### src/rtl/wsh_pkg.sv
`default_nettype none
package wsh_pkg;

   // configuration register
   localparam int CSR_BITS = 4;

   // action codes carried in the request tuser
   localparam int ACTION_BITS = 2;
   localparam logic [ACTION_BITS-1:0] ACT_SET_FRAME = 2'd0;
   localparam logic [ACTION_BITS-1:0] ACT_PICK      = 2'd1;

   // command queue between front and back
   localparam int QUEUE_DEPTH = 2;
   localparam int QPTR_BITS   = 1;

   // classified command kinds
   typedef enum logic [1:0] {
      CMD_FRAME,
      CMD_PICK,
      CMD_REJECT
   } cmd_kind_type;

   typedef struct packed {
      logic         valid;
      cmd_kind_type kind;
   } cmd_ctrl_type;

   // result flags, hit in the lowest bit
   typedef struct packed {
      logic rejected;
      logic hit;
   } rsp_flags_type;

   typedef enum logic {
      BK_IDLE,
      BK_SEARCH
   } back_state_type;

endpackage
`default_nettype wire

### src/rtl/window_stack_hit_test_and_raise.sv
// flow: each request passes through the command queue, then the back end writes the
//   result register; a pick stops at the first slot from the top that holds the point
// throughput: one frame write or reject per cycle while rsp_ready keeps up; a pick holds
//   the back end while it walks one stack slot per cycle, until a hit or a miss
// reset: synchronous, clears the window count, the command queue and the result
//   register, sets the stacking order to identity and marks all rectangles empty
`default_nettype none
module window_stack_hit_test_and_raise #(
   parameter int MAX_WINDOWS  = 8,
   parameter int COORD_BITS   = 12,
   localparam int ID_BITS     = $clog2(MAX_WINDOWS),
   localparam int CNT_BITS    = $clog2(MAX_WINDOWS + 1),
   localparam int DATA_W      = ID_BITS + 6 * COORD_BITS + 2,
   localparam int REQ_TDATA_W = ((DATA_W + 7) / 8) * 8,
   localparam int RSP_TDATA_W = ((2 * ID_BITS + 7) / 8) * 8
) (
   input  wire logic                             clock,
   input  wire logic                             reset,
   input  wire logic                             req_tvalid,
   output logic                                  req_tready,
   // window_id, point_x, point_y, rect_left, rect_top, rect_width, rect_height
   input  wire logic [REQ_TDATA_W-1:0]           req_tdata,
   // action
   input  wire logic [wsh_pkg::ACTION_BITS-1:0]  req_tuser,
   output logic                                  rsp_tvalid,
   input  wire logic                             rsp_tready,
   // hit_window, top_window
   output logic [RSP_TDATA_W-1:0]                rsp_tdata,
   // hit, rejected
   output logic [1:0]                            rsp_tuser,
   input  wire logic                             csr_valid,
   output logic                                  csr_ready,
   input  wire logic [wsh_pkg::CSR_BITS-1:0]     csr_data
);

   logic [wsh_pkg::CSR_BITS-1:0] count_ff;
   logic [CNT_BITS-1:0]          live_count;
   wsh_pkg::cmd_ctrl_type        cmd;
   logic [DATA_W-1:0]            cmd_data;
   logic                         cmd_ready;
   wsh_pkg::rsp_flags_type       rsp_flags;
   logic [ID_BITS-1:0]           rsp_hit_window, rsp_top_window;

   // window count register
   assign csr_ready = 1'b1;

   always_ff @(posedge clock) begin
      if (reset) begin
         count_ff <= '0;
      end else if (csr_valid) begin
         count_ff <= csr_data;
      end
   end

   // counts above capacity act as full capacity
   assign live_count = (32'(count_ff) > MAX_WINDOWS) ? CNT_BITS'(MAX_WINDOWS)
                                                     : CNT_BITS'(count_ff);

   wsh_front #(
      .ID_BITS  (ID_BITS),
      .CNT_BITS (CNT_BITS),
      .DATA_W   (DATA_W)
   ) u_front (
      .clock      (clock),
      .reset      (reset),
      .live_count (live_count),
      .req_tvalid (req_tvalid),
      .req_tready (req_tready),
      .req_action (req_tuser),
      .req_data   (req_tdata[DATA_W-1:0]),
      .cmd        (cmd),
      .cmd_data   (cmd_data),
      .cmd_ready  (cmd_ready)
   );

   wsh_back #(
      .MAX_WINDOWS (MAX_WINDOWS),
      .COORD_BITS  (COORD_BITS)
   ) u_back (
      .clock          (clock),
      .reset          (reset),
      .live_count     (live_count),
      .cmd            (cmd),
      .cmd_data       (cmd_data),
      .cmd_ready      (cmd_ready),
      .rsp_valid      (rsp_tvalid),
      .rsp_ready      (rsp_tready),
      .rsp_flags      (rsp_flags),
      .rsp_hit_window (rsp_hit_window),
      .rsp_top_window (rsp_top_window)
   );

   // result packing
   assign rsp_tdata = RSP_TDATA_W'({rsp_top_window, rsp_hit_window});
   assign rsp_tuser = rsp_flags;

endmodule
`default_nettype wire

### src/rtl/wsh_front.sv
`default_nettype none
module wsh_front #(
   parameter int ID_BITS  = 3,
   parameter int CNT_BITS = 4,
   parameter int DATA_W   = 77
) (
   input  wire logic                              clock,
   input  wire logic                              reset,
   input  wire logic [CNT_BITS-1:0]               live_count,
   input  wire logic                              req_tvalid,
   output logic                                   req_tready,
   input  wire logic [wsh_pkg::ACTION_BITS-1:0]   req_action,
   input  wire logic [DATA_W-1:0]                 req_data,
   output wsh_pkg::cmd_ctrl_type                  cmd,
   output logic [DATA_W-1:0]                      cmd_data,
   input  wire logic                              cmd_ready
);

   logic [ID_BITS-1:0]                   req_id;
   wsh_pkg::cmd_kind_type                kind_class;
   wsh_pkg::cmd_kind_type                kind_mem [wsh_pkg::QUEUE_DEPTH];
   logic [DATA_W-1:0]                    data_mem [wsh_pkg::QUEUE_DEPTH];
   logic [wsh_pkg::QPTR_BITS-1:0]        wr_ptr_ff, wr_ptr_in;
   logic [wsh_pkg::QPTR_BITS-1:0]        rd_ptr_ff, rd_ptr_in;
   logic [wsh_pkg::QPTR_BITS:0]          fill_ff, fill_in;
   logic                                 push, pop;

   // classify the incoming transaction
   assign req_id = req_data[ID_BITS-1:0];

   always_comb begin
      case (req_action)
         wsh_pkg::ACT_SET_FRAME: begin
            kind_class = (CNT_BITS'(req_id) < live_count) ? wsh_pkg::CMD_FRAME
                                                            : wsh_pkg::CMD_REJECT;
         end
         wsh_pkg::ACT_PICK: begin
            kind_class = wsh_pkg::CMD_PICK;
         end
         default: begin
            kind_class = wsh_pkg::CMD_REJECT;
         end
      endcase
   end

   // queue handshake
   assign req_tready = (fill_ff != (wsh_pkg::QPTR_BITS + 1)'(wsh_pkg::QUEUE_DEPTH));
   assign push       = req_tvalid && req_tready;
   assign cmd.valid  = (fill_ff != '0);
   assign cmd.kind   = kind_mem[rd_ptr_ff];
   assign cmd_data   = data_mem[rd_ptr_ff];
   assign pop        = cmd.valid && cmd_ready;

   // pointer and fill update
   always_comb begin
      wr_ptr_in = wr_ptr_ff;
      rd_ptr_in = rd_ptr_ff;
      fill_in   = fill_ff;
      if (push) begin
         wr_ptr_in = (wr_ptr_ff == wsh_pkg::QPTR_BITS'(wsh_pkg::QUEUE_DEPTH - 1))
                     ? '0 : wr_ptr_ff + 1'b1;
      end
      if (pop) begin
         rd_ptr_in = (rd_ptr_ff == wsh_pkg::QPTR_BITS'(wsh_pkg::QUEUE_DEPTH - 1))
                     ? '0 : rd_ptr_ff + 1'b1;
      end
      if (push && !pop) begin
         fill_in = fill_ff + 1'b1;
      end else if (pop && !push) begin
         fill_in = fill_ff - 1'b1;
      end
   end

   always_ff @(posedge clock) begin
      if (reset) begin
         wr_ptr_ff <= '0;
         rd_ptr_ff <= '0;
         fill_ff   <= '0;
      end else begin
         wr_ptr_ff <= wr_ptr_in;
         rd_ptr_ff <= rd_ptr_in;
         fill_ff   <= fill_in;
      end
   end

   // queue storage
   always_ff @(posedge clock) begin
      if (push) begin
         kind_mem[wr_ptr_ff] <= kind_class;
         data_mem[wr_ptr_ff] <= req_data;
      end
   end

endmodule
`default_nettype wire

### src/rtl/wsh_back.sv
`default_nettype none
module wsh_back #(
   parameter int MAX_WINDOWS = 8,
   parameter int COORD_BITS  = 12,
   localparam int ID_BITS    = $clog2(MAX_WINDOWS),
   localparam int CNT_BITS   = $clog2(MAX_WINDOWS + 1),
   localparam int DATA_W     = ID_BITS + 6 * COORD_BITS + 2
) (
   input  wire logic                     clock,
   input  wire logic                     reset,
   input  wire logic [CNT_BITS-1:0]      live_count,
   input  wire wsh_pkg::cmd_ctrl_type    cmd,
   input  wire logic [DATA_W-1:0]        cmd_data,
   output logic                          cmd_ready,
   output logic                          rsp_valid,
   input  wire logic                     rsp_ready,
   output wsh_pkg::rsp_flags_type        rsp_flags,
   output logic [ID_BITS-1:0]            rsp_hit_window,
   output logic [ID_BITS-1:0]            rsp_top_window
);

   localparam int CB   = COORD_BITS;
   localparam int SB   = COORD_BITS + 1;
   localparam int EB   = COORD_BITS + 2;
   localparam int X_LO = ID_BITS;
   localparam int Y_LO = X_LO + CB;
   localparam int L_LO = Y_LO + CB;
   localparam int T_LO = L_LO + SB;
   localparam int W_LO = T_LO + SB;
   localparam int H_LO = W_LO + CB;

   // window state
   logic [ID_BITS-1:0]     order_ff  [MAX_WINDOWS];
   logic signed [SB-1:0]   left_ff   [MAX_WINDOWS];
   logic signed [SB-1:0]   top_ff    [MAX_WINDOWS];
   logic [CB-1:0]          width_ff  [MAX_WINDOWS];
   logic [CB-1:0]          height_ff [MAX_WINDOWS];
   logic [MAX_WINDOWS-1:0] valid_ff;

   // search state
   wsh_pkg::back_state_type state_ff, state_in;
   logic [CNT_BITS-1:0]     slot_ff;
   logic [CB-1:0]           px_ff, py_ff;

   // result register
   logic                    rsp_valid_ff;
   wsh_pkg::rsp_flags_type  flags_ff, flags_in;
   logic [ID_BITS-1:0]      hit_win_ff, hit_win_in;
   logic [ID_BITS-1:0]      top_win_ff, top_win_in;

   // control
   logic                    slot_free, frame_we, pick_start, slot_dec, raise, rsp_load;
   logic [ID_BITS-1:0]      cmd_id, top_idx, top_now, probe_idx, probe_win;
   logic [CNT_BITS-1:0]     probe_slot;
   logic signed [EB-1:0]    p_left, p_top, p_right, p_bottom, pt_x, pt_y;
   logic                    probe_hold;

   assign cmd_id = cmd_data[ID_BITS-1:0];

   // current top of the stack
   assign top_idx = ID_BITS'(live_count - 1'b1);
   assign top_now = (live_count != '0) ? order_ff[top_idx] : '0;

   // slot being probed and its rectangle, unwritten windows read as empty
   assign probe_slot = slot_ff - 1'b1;
   assign probe_idx  = ID_BITS'(probe_slot);
   assign probe_win  = order_ff[probe_idx];

   always_comb begin
      if (valid_ff[probe_win]) begin
         p_left   = EB'(left_ff[probe_win]);
         p_top    = EB'(top_ff[probe_win]);
         p_right  = EB'(left_ff[probe_win]) + $signed({2'b00, width_ff[probe_win]});
         p_bottom = EB'(top_ff[probe_win]) + $signed({2'b00, height_ff[probe_win]});
      end else begin
         p_left   = '0;
         p_top    = '0;
         p_right  = '0;
         p_bottom = '0;
      end
   end

   // half-open containment test
   assign pt_x = $signed({2'b00, px_ff});
   assign pt_y = $signed({2'b00, py_ff});
   assign probe_hold = (pt_x >= p_left) && (pt_x < p_right) &&
                       (pt_y >= p_top) && (pt_y < p_bottom);

   assign slot_free = !rsp_valid_ff || rsp_ready;

   // sequencer next state and controls
   always_comb begin
      state_in   = state_ff;
      cmd_ready  = 1'b0;
      frame_we   = 1'b0;
      pick_start = 1'b0;
      slot_dec   = 1'b0;
      raise      = 1'b0;
      rsp_load   = 1'b0;
      flags_in   = '0;
      hit_win_in = '0;
      top_win_in = top_now;
      case (state_ff)
         wsh_pkg::BK_IDLE: begin
            if (cmd.valid) begin
               case (cmd.kind)
                  wsh_pkg::CMD_FRAME: begin
                     if (slot_free) begin
                        cmd_ready = 1'b1;
                        frame_we  = 1'b1;
                        rsp_load  = 1'b1;
                     end
                  end
                  wsh_pkg::CMD_PICK: begin
                     cmd_ready  = 1'b1;
                     pick_start = 1'b1;
                     state_in   = wsh_pkg::BK_SEARCH;
                  end
                  default: begin
                     if (slot_free) begin
                        cmd_ready         = 1'b1;
                        rsp_load          = 1'b1;
                        flags_in.rejected = 1'b1;
                     end
                  end
               endcase
            end
         end
         wsh_pkg::BK_SEARCH: begin
            if (slot_ff == '0) begin
               if (slot_free) begin
                  rsp_load = 1'b1;
                  state_in = wsh_pkg::BK_IDLE;
               end
            end else if (probe_hold) begin
               if (slot_free) begin
                  raise        = 1'b1;
                  rsp_load     = 1'b1;
                  flags_in.hit = 1'b1;
                  hit_win_in   = probe_win;
                  top_win_in   = probe_win;
                  state_in     = wsh_pkg::BK_IDLE;
               end
            end else begin
               slot_dec = 1'b1;
            end
         end
         default: begin
            state_in = wsh_pkg::BK_IDLE;
         end
      endcase
   end

   always_ff @(posedge clock) begin
      if (reset) begin
         state_ff <= wsh_pkg::BK_IDLE;
      end else begin
         state_ff <= state_in;
      end
   end

   // search counter and captured pointer
   always_ff @(posedge clock) begin
      if (pick_start) begin
         slot_ff <= live_count;
         px_ff   <= cmd_data[Y_LO-1:X_LO];
         py_ff   <= cmd_data[L_LO-1:Y_LO];
      end else if (slot_dec) begin
         slot_ff <= probe_slot;
      end
   end

   // stacking order, raise shifts the slots above the hit down by one
   always_ff @(posedge clock) begin
      if (reset) begin
         for (int k = 0; k < MAX_WINDOWS; k++) begin
            order_ff[k] <= ID_BITS'(k);
         end
      end else if (raise) begin
         for (int k = 0; k < MAX_WINDOWS; k++) begin
            if (k == 32'(live_count) - 1) begin
               order_ff[k] <= probe_win;
            end else if ((k >= 32'(probe_slot)) && (k < 32'(live_count) - 1)) begin
               order_ff[k] <= order_ff[(k + 1) % MAX_WINDOWS];
            end
         end
      end
   end

   // window rectangles
   always_ff @(posedge clock) begin
      if (reset) begin
         valid_ff <= '0;
      end else if (frame_we) begin
         valid_ff[cmd_id] <= 1'b1;
      end
   end

   always_ff @(posedge clock) begin
      if (frame_we) begin
         left_ff[cmd_id]   <= $signed(cmd_data[T_LO-1:L_LO]);
         top_ff[cmd_id]    <= $signed(cmd_data[W_LO-1:T_LO]);
         width_ff[cmd_id]  <= cmd_data[H_LO-1:W_LO];
         height_ff[cmd_id] <= cmd_data[DATA_W-1:H_LO];
      end
   end

   // result register
   always_ff @(posedge clock) begin
      if (reset) begin
         rsp_valid_ff <= 1'b0;
      end else if (rsp_load) begin
         rsp_valid_ff <= 1'b1;
      end else if (rsp_ready) begin
         rsp_valid_ff <= 1'b0;
      end
   end

   always_ff @(posedge clock) begin
      if (rsp_load) begin
         flags_ff   <= flags_in;
         hit_win_ff <= hit_win_in;
         top_win_ff <= top_win_in;
      end
   end

   assign rsp_valid      = rsp_valid_ff;
   assign rsp_flags      = flags_ff;
   assign rsp_hit_window = hit_win_ff;
   assign rsp_top_window = top_win_ff;

endmodule
`default_nettype wire
### config.mk
export PLATFORM = sky130hd
export DESIGN_NAME = window_stack_hit_test_and_raise
export DESIGN_NICKNAME = d
export VERILOG_FILES = /design/src/rtl/wsh_pkg.sv /design/src/rtl/window_stack_hit_test_and_raise.sv /design/src/rtl/wsh_front.sv /design/src/rtl/wsh_back.sv
export SDC_FILE = /design/constraint.sdc
export NUM_CORES = 1
export LEC_CHECK = 0
export BUFFER_PORTS_ARGS = -buffer_cell sky130_fd_sc_hd__buf_2
export CAP_MARGIN = 20
export CORE_ASPECT_RATIO = 1.4
export CORE_MARGIN = 2
export CORE_UTILIZATION = 45
export DETAILED_ROUTE_END_ITERATION = 8
export GPL_TIMING_DRIVEN = 0
export PLACE_DENSITY = 0.6
export SETUP_SLACK_MARGIN = 0.3
export SYNTH_ARGS = -nofsm -noshare
export SYNTH_HDL_FRONTEND = slang
export SYNTH_SLANG_ARGS = --single-unit
### constraint.sdc
create_clock -name clock -period 15.55 [get_ports clock]
set_input_delay 0.7775 -clock clock [delete_from_list [all_inputs] [get_ports clock]]
set_output_delay 0.7775 -clock clock [all_outputs]
set_load 0.01 [all_outputs]
== After elaboration in Yosys (flattened, before gate mapping) ==
Memory sizes are Yosys's and may differ from the RTL's. A register that Yosys moved wholly into a read port is not among the register bits.
Index checks and enable logic that the tools add are counted.
Storage, ports and cells
  bits in read-only memories: 0
  flip-flop bits (word level): 54
  bits in writable memories: 582
  bits in latches: 0
  word-level logic and storage cells: 263
  output and inout port bits: 13
  memories: 7
Memory list
  u_front.data_mem: depth 2, bits a word 77, rd ports 1, clocked after memory_dff 1, write ports 1, RTL line wsh_front.sv:22  | logic [DATA_W-1:0] data_mem [wsh_pkg::QUEUE_DEPTH];
  u_back.left_ff: depth 8, bits a word 13, rd ports 1, clocked after memory_dff 0, write ports 1, RTL line wsh_back.sv:34  | logic signed [SB-1:0] left_ff [MAX_WINDOWS];
  u_back.top_ff: depth 8, bits a word 13, rd ports 1, clocked after memory_dff 0, write ports 1, RTL line wsh_back.sv:35  | logic signed [SB-1:0] top_ff [MAX_WINDOWS];
  u_back.height_ff: depth 8, bits a word 12, rd ports 1, clocked after memory_dff 0, write ports 1, RTL line wsh_back.sv:37  | logic [CB-1:0] height_ff [MAX_WINDOWS];
  u_back.width_ff: depth 8, bits a word 12, rd ports 1, clocked after memory_dff 0, write ports 1, RTL line wsh_back.sv:36  | logic [CB-1:0] width_ff [MAX_WINDOWS];
  u_back.order_ff: depth 8, bits a word 3, rd ports 10, clocked after memory_dff 0, write ports 8, RTL line wsh_back.sv:33  | logic [ID_BITS-1:0] order_ff [MAX_WINDOWS];
  +1 memories
Cells by class
  equality and inequality tests: 10
  shift-type cells: 0
  order comparisons: 25
  bitwise logic cells: 21
  reductions and logical operators: 31
  $mul: 0
  add/subtract/negate cells: 9
  div/mod/pow operators: 0
  muxes and demuxes: 146
Operators by type and width (number)
  $eq A3 B32 Y1 const A: 4
  $lt A3 B32 Y1 const A: 4
  $mux W1: 110
  $eq A2 B32 Y1 const A: 2
  $lt A1 B32 Y1 const A: 2
  $lt A2 B32 Y1 const A: 2
  $mux W3: 21
  $mux W14: 4
  $eq A1 B32 Y1 const A: 1
  $logic_not A32 Y1: 1
  $add A13 B13 Y14: 2
  $ge A13 B14 Y1: 2
  $lt A13 B14 Y1: 2
  $ge A3 B4 Y1 const A: 4
  $logic_and A1 B1 Y1: 16
  $or A1 B1 Y1: 16
  $mux W4: 3
  $ge A1 B4 Y1 const A: 2
  $ge A2 B4 Y1 const A: 2
  $lt A3 B4 Y1 const B: 2
  $or A8 B8 Y8: 1
  $reduce_bool A2 Y1: 4
  $reduce_or A4 Y1: 2
  $mux W2: 3
  other kinds (21): 30

== Depth between registers and ports, before layout ==
Gate-level depths: netlist of the first run.
An unclocked memory read counts as a cell.
  word-level depth: 17
  mapped depth: 35
  mapped depth without buffers: 29

== Modules after synthesis ==
A second synthesis of the first run with hierarchy kept.
Unflattened totals
  cells, all modules: 2151
  area total of the unflattened synthesis: 27860.5 µm²
Modules (own cells, without submodules)
  wsh_back: cells each 1848, area each 21635.8 µm², times used 1
  wsh_front: cells each 281, area each 6025.8 µm², times used 1
  window_stack_hit_test_and_raise: cells each 22, area each 198.9 µm², times used 1

== Least setup slack after synthesis of the first run ==
OpenSTA, ideal clock, no wires.
  path kind: flip-flop to flip-flop
  from: register u_back.slot_ff[0]
  to: register u_back.flags_ff (netlist bit u_back.rsp_flags[0]), enable pin
  arrival: 6943 ps
  setup time: 387 ps
  stages on the path, launching flop included: 32
  path slack: 8220 ps
  clock period less this slack: 7330 ps
  cells stage by stage: edfxtp_1 buf_2 inv_1 ha_1 buf_1 mux4_2 mux2_2 clkbuf_1 clkbuf_1 clkbuf_1 buf_1 nand2_1 a311oi_1 a31o_2 ha_1 fa_1 a21oi_1 o21ai_0 a2111oi_0 o21bai_1 a21oi_1 xnor2_1 nand2_1 ha_1 a211oi_1 o211ai_1 o21a_1 nor2_1 o211ai_1 nand4bb_4 o21a_1 o31ai_1
On the way
  word-level cells in the longest chain between the ends: 12
  elaborated cells between the ends (all ways): 25
Ends and longest elaborated chain
  start: declaration: RTL line wsh_back.sv:42  | logic [CNT_BITS-1:0] slot_ff;
  start signal: assignment: RTL line wsh_back.sv:165  | slot_ff <= live_count;
  start signal: assignment: RTL line wsh_back.sv:169  | slot_ff <= probe_slot;
  $sub A4 B1 Y4: RTL line wsh_back.sv:65  | assign probe_slot = slot_ff - 1'b1;
  $mem_v2 Z8 W3
  $mem_v2 Z8 W13 (tied with other cells)
  $add A13 B13 Y14 / $mux W1 (equally long branches): RTL line wsh_back.sv:73, wsh_back.sv:70
  $mux W14: RTL line wsh_back.sv:70  | if (valid_ff[probe_win]) begin
  $lt A13 B14 Y1 / $ge A13 B14 Y1 (equally long branches): RTL line wsh_back.sv:86  | assign probe_hold = (pt_x >= p_left) && (pt_x < p_right) &&
  $logic_and A1 B1 Y1 (2 in series): RTL line wsh_back.sv:86
  $logic_and A1 B1 Y1: RTL line wsh_back.sv:87  | (pt_y >= p_top) && (pt_y < p_bottom);
  $mux W1: RTL line wsh_back.sv:135  | end else if (probe_hold) begin
  $mux W1 *: RTL line wsh_back.sv:130  | if (slot_ff == '0) begin
  $pmux W1 S2 *: RTL line wsh_back.sv:103  | case (state_ff)
  named net u_back.rsp_load: RTL line wsh_back.sv:52  | logic slot_free, frame_we, pick_start, slot_dec, raise, rsp_load;
  end signal: assignment: RTL line wsh_back.sv:221  | flags_ff <= flags_in;
  end: declaration: RTL line wsh_back.sv:47  | wsh_pkg::rsp_flags_type flags_ff, flags_in;
The timed path passes the listed nets; every way through them passes the cells marked *. The select of a mux whose other input is x is not followed.
A chain may end at the register's enable or synchronous reset.

==> reports/metrics.cfg, run 1 <==
[cells_and_area]
seqCellArea_um2=18940
multiInputGateArea_um2=8183
diodes=0
syn2layout_area_growth_pct=14.62
fillCellCount=5214
num-nets-final=2414
drive_above_1_share=0.1653

[global_route]
top_usage_layer=met2
grt_usage=0.2319
grt_max_degree=50
grtUsageMet1=0.2799
grt_pass1_wl_um=108200
overflow=0
grt_use_met3=0.02682
antenna_found_initial=0
grtUsageMet2=0.4154
grt_pass1_vias=17774

[drt]
first_iter_violations=1637
route.detailed.drc=0
drt-vias-per-instance=5.654
wirelength_um=73600
ant_nets=0
via_count=17551
detail_route.first_pass.iterations=6
wl_per_cell_um=23.71

[setup_path]
worst_path_max_delay_cell=a2111oi_0
r2r_cells=32
arrival_ns=10.17
crit_path_max_fanout=10
crit_path_end_kind=flop
required_ns=15.85
slowest_delay_ns=0.77
worstSetupStartpointType=flop
criticalPathCategory=flop to flop

[die]
die_x_um=213.4
rows=107
fp.dieArea_um2=63420
ios=104
coreArea_um2=60780
start_util=0.4545
die_y_um=297.2

[clock_network]
numClockSinks=637
cts_buffers=59
clockRootBuffer=clkbuf_16
htreeDepth=2
cts_setup_buffers=0
ctsResizeCount=0
clk_pin_slew_ns=0.07
clock_latency_ns=0.64
cts_tree=yes
cts_buffer_depth=3
hold_buffers=0

[sta]
finClkSkew_ns=0.02024
rsz0062_at_grt=false
relSlewSlack=0.2293
max_freq_mhz=101.4
tightestPinTransition_ns=1.156
min_period_over_period=0.6343
setup-violations-final=0
hold_viol_final=0
fin_setup_tns_ns=0
finalMaxSlewViolations=0
period_needed_ns=9.864

[yosys]
ys_warn_count=0
ys_seq_area_frac=0.6855
synth_ff_type=edfxtp_1
synth_top_area_cell=edfxtp_1
synthesis.area_um2=27630
synth_top_area_frac=0.6718
synth_edf_count=618
async_flop_share=0
syn_avg_cell_area_um2=13.40
ys_ff_latch=637
synth_area_leaders=edfxtp_1 67%, nand2_1 6.4%, ha_1 3.7%
synthesis.instances=2061
synth_cell_types=68

[job]
drv_cap=0

[placed_design]
place_hpwl_um=52720
finalWeightedCongestion=0.9458
numPortBuffers=95

[outcome]
status=completed

[min_path]
hold_class=input pin to flop
hold_depth=1

## through the flow
stage | util | hold slack, ns | cells | cell area [um2] | setup WS (ns)
2_1_floorplan | - | 0.4396 | 2062 | 27630 | 8.220
3_3_place_gp | 0.4792 | 0.4487 | 2974 | 29130 | 5.367
3_5_place_dp | 0.4881 | 0.4606 | 2996 | 29670 | 5.641
4_1_cts | 0.5210 | 0.2856 | 3104 | 31670 | 5.656
5_1_grt | 0.5210 | 0.2966 | 3104 | 31670 | 5.084
6_report | 0.5210 | 0.3226 | 3104 | 31670 | 5.686
## area by class of cell
type,instances,area share
flip-flops and latches,637,0.5981
multi-input cells,1281,0.2584
clock buffers,68,0.04769
well taps,817,0.03228
repair buffers,117,0.02971
clock inverters,40,0.01545
plain buffers,116,0.01505
inverters,28,0.003319
## layout by cell type (no fill, tap or decap), drive strengths merged, types with 5 or more instances in the layout
cell type / Yosys / routed
nor2b: 7 / 7
a21o: 23 / 23
nand4: 9 / 9
nor2: 96 / 96
a311oi: 46 / 46
dfxtp: 19 / 19
o21ai: 23 / 23
xor2: 13 / 13
and3: 54 / 54
mux2: 84 / 84
nand3: 99 / 99
mux4: 12 / 12
a211oi: 5 / 5
and2: 5 / 5
o22ai: 5 / 5
a22oi: 6 / 6
o211ai: 8 / 8
a32oi: 7 / 7
mux2i: 25 / 25
clkinv: 0 / 24
buf: 30 / 147
clkbuf: 86 / 154
inv: 28 / 31
nor3: 21 / 21
a21oi: 40 / 40
o21bai: 11 / 11
o31ai: 5 / 5
nand2b: 14 / 14
xnor2: 11 / 11
edfxtp: 618 / 618
ha: 81 / 81
a31oi: 5 / 5
or3: 6 / 6
bufinv: 0 / 9
o21a: 7 / 7
nand2: 473 / 473
a31o: 46 / 46
## cells in the mapped netlist (5+ instances only)
| cell type | instances |
|---|---|
| o22ai_1 | 5 |
| and2_1 | 5 |
| nor2b_1 | 7 |
| a21oi_1 | 40 |
| inv_1 | 26 |
| a32oi_1 | 7 |
| edfxtp_1 | 618 |
| or3_1 | 6 |
| a211oi_1 | 5 |
| buf_2 | 5 |
| o21a_1 | 7 |
| o21bai_1 | 11 |
| nand2b_1 | 13 |
| dfxtp_1 | 19 |
| a31oi_1 | 5 |
| mux2_2 | 83 |
| ha_1 | 81 |
| o211ai_1 | 8 |
| mux2i_1 | 24 |
| a31o_2 | 46 |
| o21ai_0 | 23 |
| nor2_1 | 96 |
| xor2_1 | 12 |
| clkbuf_1 | 86 |
| a22oi_1 | 6 |
| buf_1 | 19 |
| nand2_1 | 473 |
| xnor2_1 | 11 |
| a311oi_1 | 46 |
| a21o_1 | 23 |
| nand4_1 | 9 |
| o31ai_1 | 5 |
| and3_1 | 54 |
| nand3_1 | 99 |
| mux4_2 | 12 |
| nor3_1 | 21 |
## routing by layer
| metal | part of all wire | vias to the layer above |
|---|---|---|
| met5 | 0 | - |
| li1 | - | 8023 |
| met1 | 0.39 | 8784 |
| met2 | 0.52 | 596 |
| met4 | 0.044 | 0 |
| met3 | 0.049 | 148 |
## logic make-up (layout without fill, tap and decap cells)
kind of cell / count (synthesis) / count (layout) / share of synthesized area
AND/OR/NAND/NOR: 792 / 792 / 0.1238
flip-flops: 637 / 637 / 0.6855
AO/OA/AOI/OAI: 258 / 258 / 0.06961
buffers and inverters: 144 / 369 / 0.02102
multiplexers: 121 / 121 / 0.05335
adder cells (fa/ha/maj): 83 / 83 / 0.03814
XOR/XNOR: 24 / 24 / 0.008288
other: 2 / 3 / 0.0002719
## flip-flops by register name (all words and copies together), names as in the netlist, named ones only
name                   count
u_front.wr_ptr_ff          1
u_back.rsp_valid           1
u_back.slot_ff             4
u_back.valid_ff            8
u_front.rd_ptr_ff          1
u_back.px_ff              12
u_back.left_ff           104
u_back.rsp_hit_window      3
u_front.kind_mem           4
u_back.state_ff            1
u_back.width_ff           96
u_back.py_ff              12
u_front.data_mem         154
u_back.height_ff          96
count_ff                   4
u_back.top_ff            104
u_back.rsp_flags           2
u_back.rsp_top_window      3
u_front.fill_ff            2
u_back.order_ff           24
## path summary, 6_finish.rpt
check	start	endpoint	slack [ns]
worst max register to register	u_back.slot_ff[0]	u_back.order_ff[0][0]	5.69
worst min-delay path	req_tdata[48]	u_front.data_mem[1][48]	0.32
worst min register to register	u_back.valid_ff[6]	u_back.valid_ff[6]	0.48
worst max-delay path	u_back.slot_ff[0]	u_back.order_ff[0][0]	5.69
## worst max-delay path: cells and delay by family (launching register included)
family / cells / cell delay [ns]
flip-flops: 1 / 0.39
XOR/XNOR: 1 / 0.14
adder cells (fa/ha/maj): 3 / 0.78
multiplexers: 2 / 0.71
buffers and inverters: 10 / 3.63
AND/OR/NAND/NOR: 5 / 0.75
AO/OA/AOI/OAI: 11 / 3.12
Power of run 1 is left out: the tool's default activity adds up to more than one toggle a clock period on the data nets, which glitch-free logic cannot reach.
==> inputs of run 2 (changes only) <==
- clock period: 15.55 -> 9.34 ns (I/O delays scaled with it)
==> reports/metrics.cfg, run 2 (synthesis results as in run 1) <==
[cells_and_area]
num-nets-final=2463
diodes=0
utilization=0.5298
top_regs=u_front.data_mem: 154 flops, u_back.left_ff: 104 flops, u_back.top_ff: 104 flops
layout_common_cells=618 x edfxtp_1, 473 x nand2_1, 101 x buf_2
drive_above_1_share=0.1729
largest_register=u_front.data_mem
layout_commonest_cell=edfxtp_1
fillCellCount=5184
syn2layout_area_growth_pct=16.57
largest_register_ffs=154

[global_route]
top_usage_layer=met2
grtUsageMet2=0.4170
grt_usage=0.2325
grtUsageMet1=0.2808
antenna_found_initial=0
grt_use_met3=0.02608
overflow=0
grt_max_degree=50
grt_pass1_vias=17931
grt_pass1_wl_um=108600

[drt]
first_iter_violations=1579
route.detailed.drc=0
wirelength_um=73660
detail_route.first_pass.iterations=7
ant_nets=0
wl_per_cell_um=23.36
via_count=17659
drt-vias-per-instance=5.601

[clock_network]
clk_pin_slew_ns=0.07
cts_tree=yes
clockRootBuffer=clkbuf_16
numClockSinks=637
cts_buffer_depth=3
htreeDepth=2
clock_latency_ns=0.64
cts_setup_buffers=0
cts_buffers=59

[die]
fp.dieArea_um2=63420
die_x_um=213.4
start_util=0.4545
die_y_um=297.2
coreArea_um2=60780
rows=107
ios=104

[setup_path]
required_ns=9.64
slowest_delay_ns=0.59
r2r_cells=33
arrival_ns=8.73
r2r_setup_slack_ns=0.91
r2r_end=u_back.order_ff[0][0]
criticalPathCategory=flop to flop
regToRegStartpoint=u_back.slot_ff[0]
crit_path_max_fanout=10
cp_num_buf_inv=8
crit_path_end_kind=flop
worstSetupStartpointType=flop
critPathTopFamily=buffers and inverters
worst_path_max_delay_cell=buf_1

[sta]
min_period_over_period=0.9023
relSlewSlack=0.2451
finClkSkew_ns=0.01901
hold_viol_final=0
period_needed_ns=8.428
rsz0062_at_grt=false
setup-violations-final=0
tightestPinTransition_ns=1.132
finalMaxSlewViolations=0
max_freq_mhz=118.7

[min_path]
hold_depth=1
holdCritStartpoint=req_tdata[42]
whs_endpoint=u_front.data_mem[0][42]
hold_class=input pin to flop

[placed_design]
finalWeightedCongestion=0.9458
numPortBuffers=95
place_hpwl_um=52720

[job]
drv_cap=0

[outcome]
status=completed

==> run 2: changes by cell type in the layout (fill, tap and decap cells not counted), sizes merged <==
cell | before | now
buf | 147 | 144
dlygate4sd3 | 0 | 50
clkbuf | 154 | 156
==> run 2: what timing repair did <==
item | CTS | global route
endpoints found under the hold margin | 100 | 0
setup endpoints to repair | 69 | 68
resized for setup | 10 | 36
pin swaps | 0 | 0
hold buffers | 50 | 0
==> run 2: per-stage QoR <==
step           std cells  setup TNS [ns]  setup slack [ns]  cell area (um2)  hold WS (ns)
2_1_floorplan       2062               0             2.010            27630        0.4396
3_3_place_gp        2974          -17.14           -0.8430            29130        0.4487
6_report            3153               0            0.9121            32200       0.02225
5_1_grt             3153               0            0.3423            32200       0.01011
3_5_place_dp        2996          -19.75           -0.5692            29670        0.4606
4_1_cts             3154               0            0.3034            32180     0.0009577
==> run 2: layer usage <==
metal,vias up,part of all wire
li1,8117,-
met1,8838,0.39
met2,563,0.52
met3,141,0.047
met4,0,0.044
met5,-,0
==> run 2: worst max path at each step <==
stage                            startpoint  slack [ns]                  endpoint  cells past startpoint
after floorplan           u_back.slot_ff[0]        2.01       u_back.rsp_flags[0]                     31
after global placement    u_back.slot_ff[0]       -0.84  u_back.rsp_top_window[1]                     30
after detailed placement  u_back.slot_ff[0]       -0.57     u_back.order_ff[0][0]                     32
after CTS                 u_back.slot_ff[0]        0.30     u_back.order_ff[0][2]                     31
after global routing      u_back.slot_ff[0]        0.34     u_back.order_ff[0][2]                     32
final                     u_back.slot_ff[0]        0.91     u_back.order_ff[0][0]                     33
==> run 2: layout make-up <==
class / instances / area [um2] / area share
repair buffers: 167 / 1441 / 0.04476
clock inverters: 40 / 489.2 / 0.01519
inverters: 28 / 105.1 / 0.003264
flip-flops and latches: 637 / 18940 / 0.5881
well taps: 817 / 1022 / 0.03174
clock buffers: 68 / 1510 / 0.04690
multi-input cells: 1281 / 8189 / 0.2543
plain buffers: 115 / 506.7 / 0.01574
Power of run 2 is left out for the same reason.
==> inputs of run 3 (changes only) <==
- PLACE_DENSITY: 0.6 -> 0.62
- clock period: 9.34 -> 7.3 ns (I/O delays scaled with it)
==> reports/metrics.cfg, run 3 (synthesis results as in run 1) <==
[placed_design]
numPortBuffers=95
place_hpwl_um=52080
finalWeightedCongestion=0.9221
dpl.cell_count=2995

[die]
fp.dieArea_um2=63420
die_x_um=213.4
coreArea_um2=60780
ios=104
die_y_um=297.2
rows=107
start_util=0.4545

[drt]
drt-vias-per-instance=5.598
route.detailed.drc=0
wirelength_um=74940
first_iter_violations=1582
via_count=17974
wl_per_cell_um=23.34
detail_route.first_pass.iterations=5
ant_nets=0

[setup_path]
arrival_ns=7.00
crit_path_end_kind=flop
worstSetupStartpointType=flop
cp_num_buf_inv=9
required_ns=7.61
criticalPathCategory=flop to flop
slowest_delay_ns=0.40
worst_path_max_delay_cell=edfxtp_1
critPathTopFamily=compound AO/OA/AOI/OAI gates
crit_path_max_fanout=10

[cells_and_area]
largest_register=u_front.data_mem
layout_common_cells=618 x edfxtp_1, 472 x nand2_1, 102 x buf_2
syn2layout_area_growth_pct=20.76
top_regs=u_front.data_mem: 154 flops, u_back.left_ff: 104 flops, u_back.top_ff: 104 flops
drive_above_1_share=0.2164
largest_register_ffs=154
diodes=0
instances_no_fill=3211
num-nets-final=2521
layout_commonest_cell=edfxtp_1

[clock_network]
cts_buffer_depth=3
numClockSinks=637
clk_pin_slew_ns=0.06
clockRootBuffer=clkbuf_16
cts_tree=yes
clock_latency_ns=0.65
cts_buffers=59
htreeDepth=2

[global_route]
grt_pass1_wl_um=110100
overflow=0
grt_max_degree=49
grt_usage=0.2350
grt_pass1_vias=18098
antenna_found_initial=0

[sta]
finalMaxSlewViolations=0
hold_viol_final=0
whs_ns=0.06471
max_freq_mhz=149.4
rsz0062_at_grt=false
relSlewSlack=0.2350
period_needed_ns=6.693
tightestPinTransition_ns=1.147
fin_setup_tns_ns=0
finClkSkew_ns=0.05015
setup-violations-final=0
min_period_over_period=0.9169

[outcome]
status=completed

[job]
drv_cap=0

[min_path]
hold_class=input pin to flop

[run 3: cell count changes in the layout (fill, tap and decap cells not counted), sizes merged]
| cell | delta |
|---|---|
| buf | +54 |
| dlygate4sd3 | +31 |
| clkbuf | -28 |
| clkinv | +6 |
| bufinv | -3 |
| inv | -3 |
| clkinvlp | +1 |
[run 3: worst paths after layout]
check	endpoint	cells after the start	start	slack, ns
worst max-delay path	u_back.order_ff[7][2]	34	u_back.slot_ff[0]	0.61
worst min-delay path	u_front.kind_mem[0][0]	2	req_tuser[1]	0.06
worst max register to register	u_back.order_ff[7][2]	34	u_back.slot_ff[0]	0.61
worst min register to register	u_back.valid_ff[2]	2	u_back.valid_ff[2]	0.48
[run 3: layout make-up]
cell class	instances	area, um2
fill	5033	27420
buffer	116	893.4
tap	817	1022
sequential	637	18940
clock buffer	67	1528
inverter	28	107.6
multi-input combinational	1281	8501
timing repair buffer	224	1972
clock inverter	41	399.1
[run 3: metrics by stage]
stage	setup WS (ns)	area, um2	util
2_1_floorplan	0.3195	27650	-
3_3_place_gp	-2.322	29150	0.4796
3_5_place_dp	-2.420	29670	0.4881
4_1_cts	0.3017	32980	0.5426
5_1_grt	0.3100	33360	0.5489
6_report	0.6066	33360	0.5489
[run 3: what timing repair did]
item	CTS	global route
pin swaps	9	20
endpoints found under the hold margin	158	0
cloned	0	1
resized for setup	163	115
setup buffers	18	8
endpoints found under the setup margin	69	69
hold buffers	81	0
[run 3: layer usage]
layer  up-vias  track usage  routed length [um]
met4         0       0.1101                3699
met5         -            0                   0
met1      8963       0.2837               28700
li1       8248            -                   -
met3       152      0.02956                4066
met2       611       0.4143               38480
Power of run 3 is left out for the same reason.
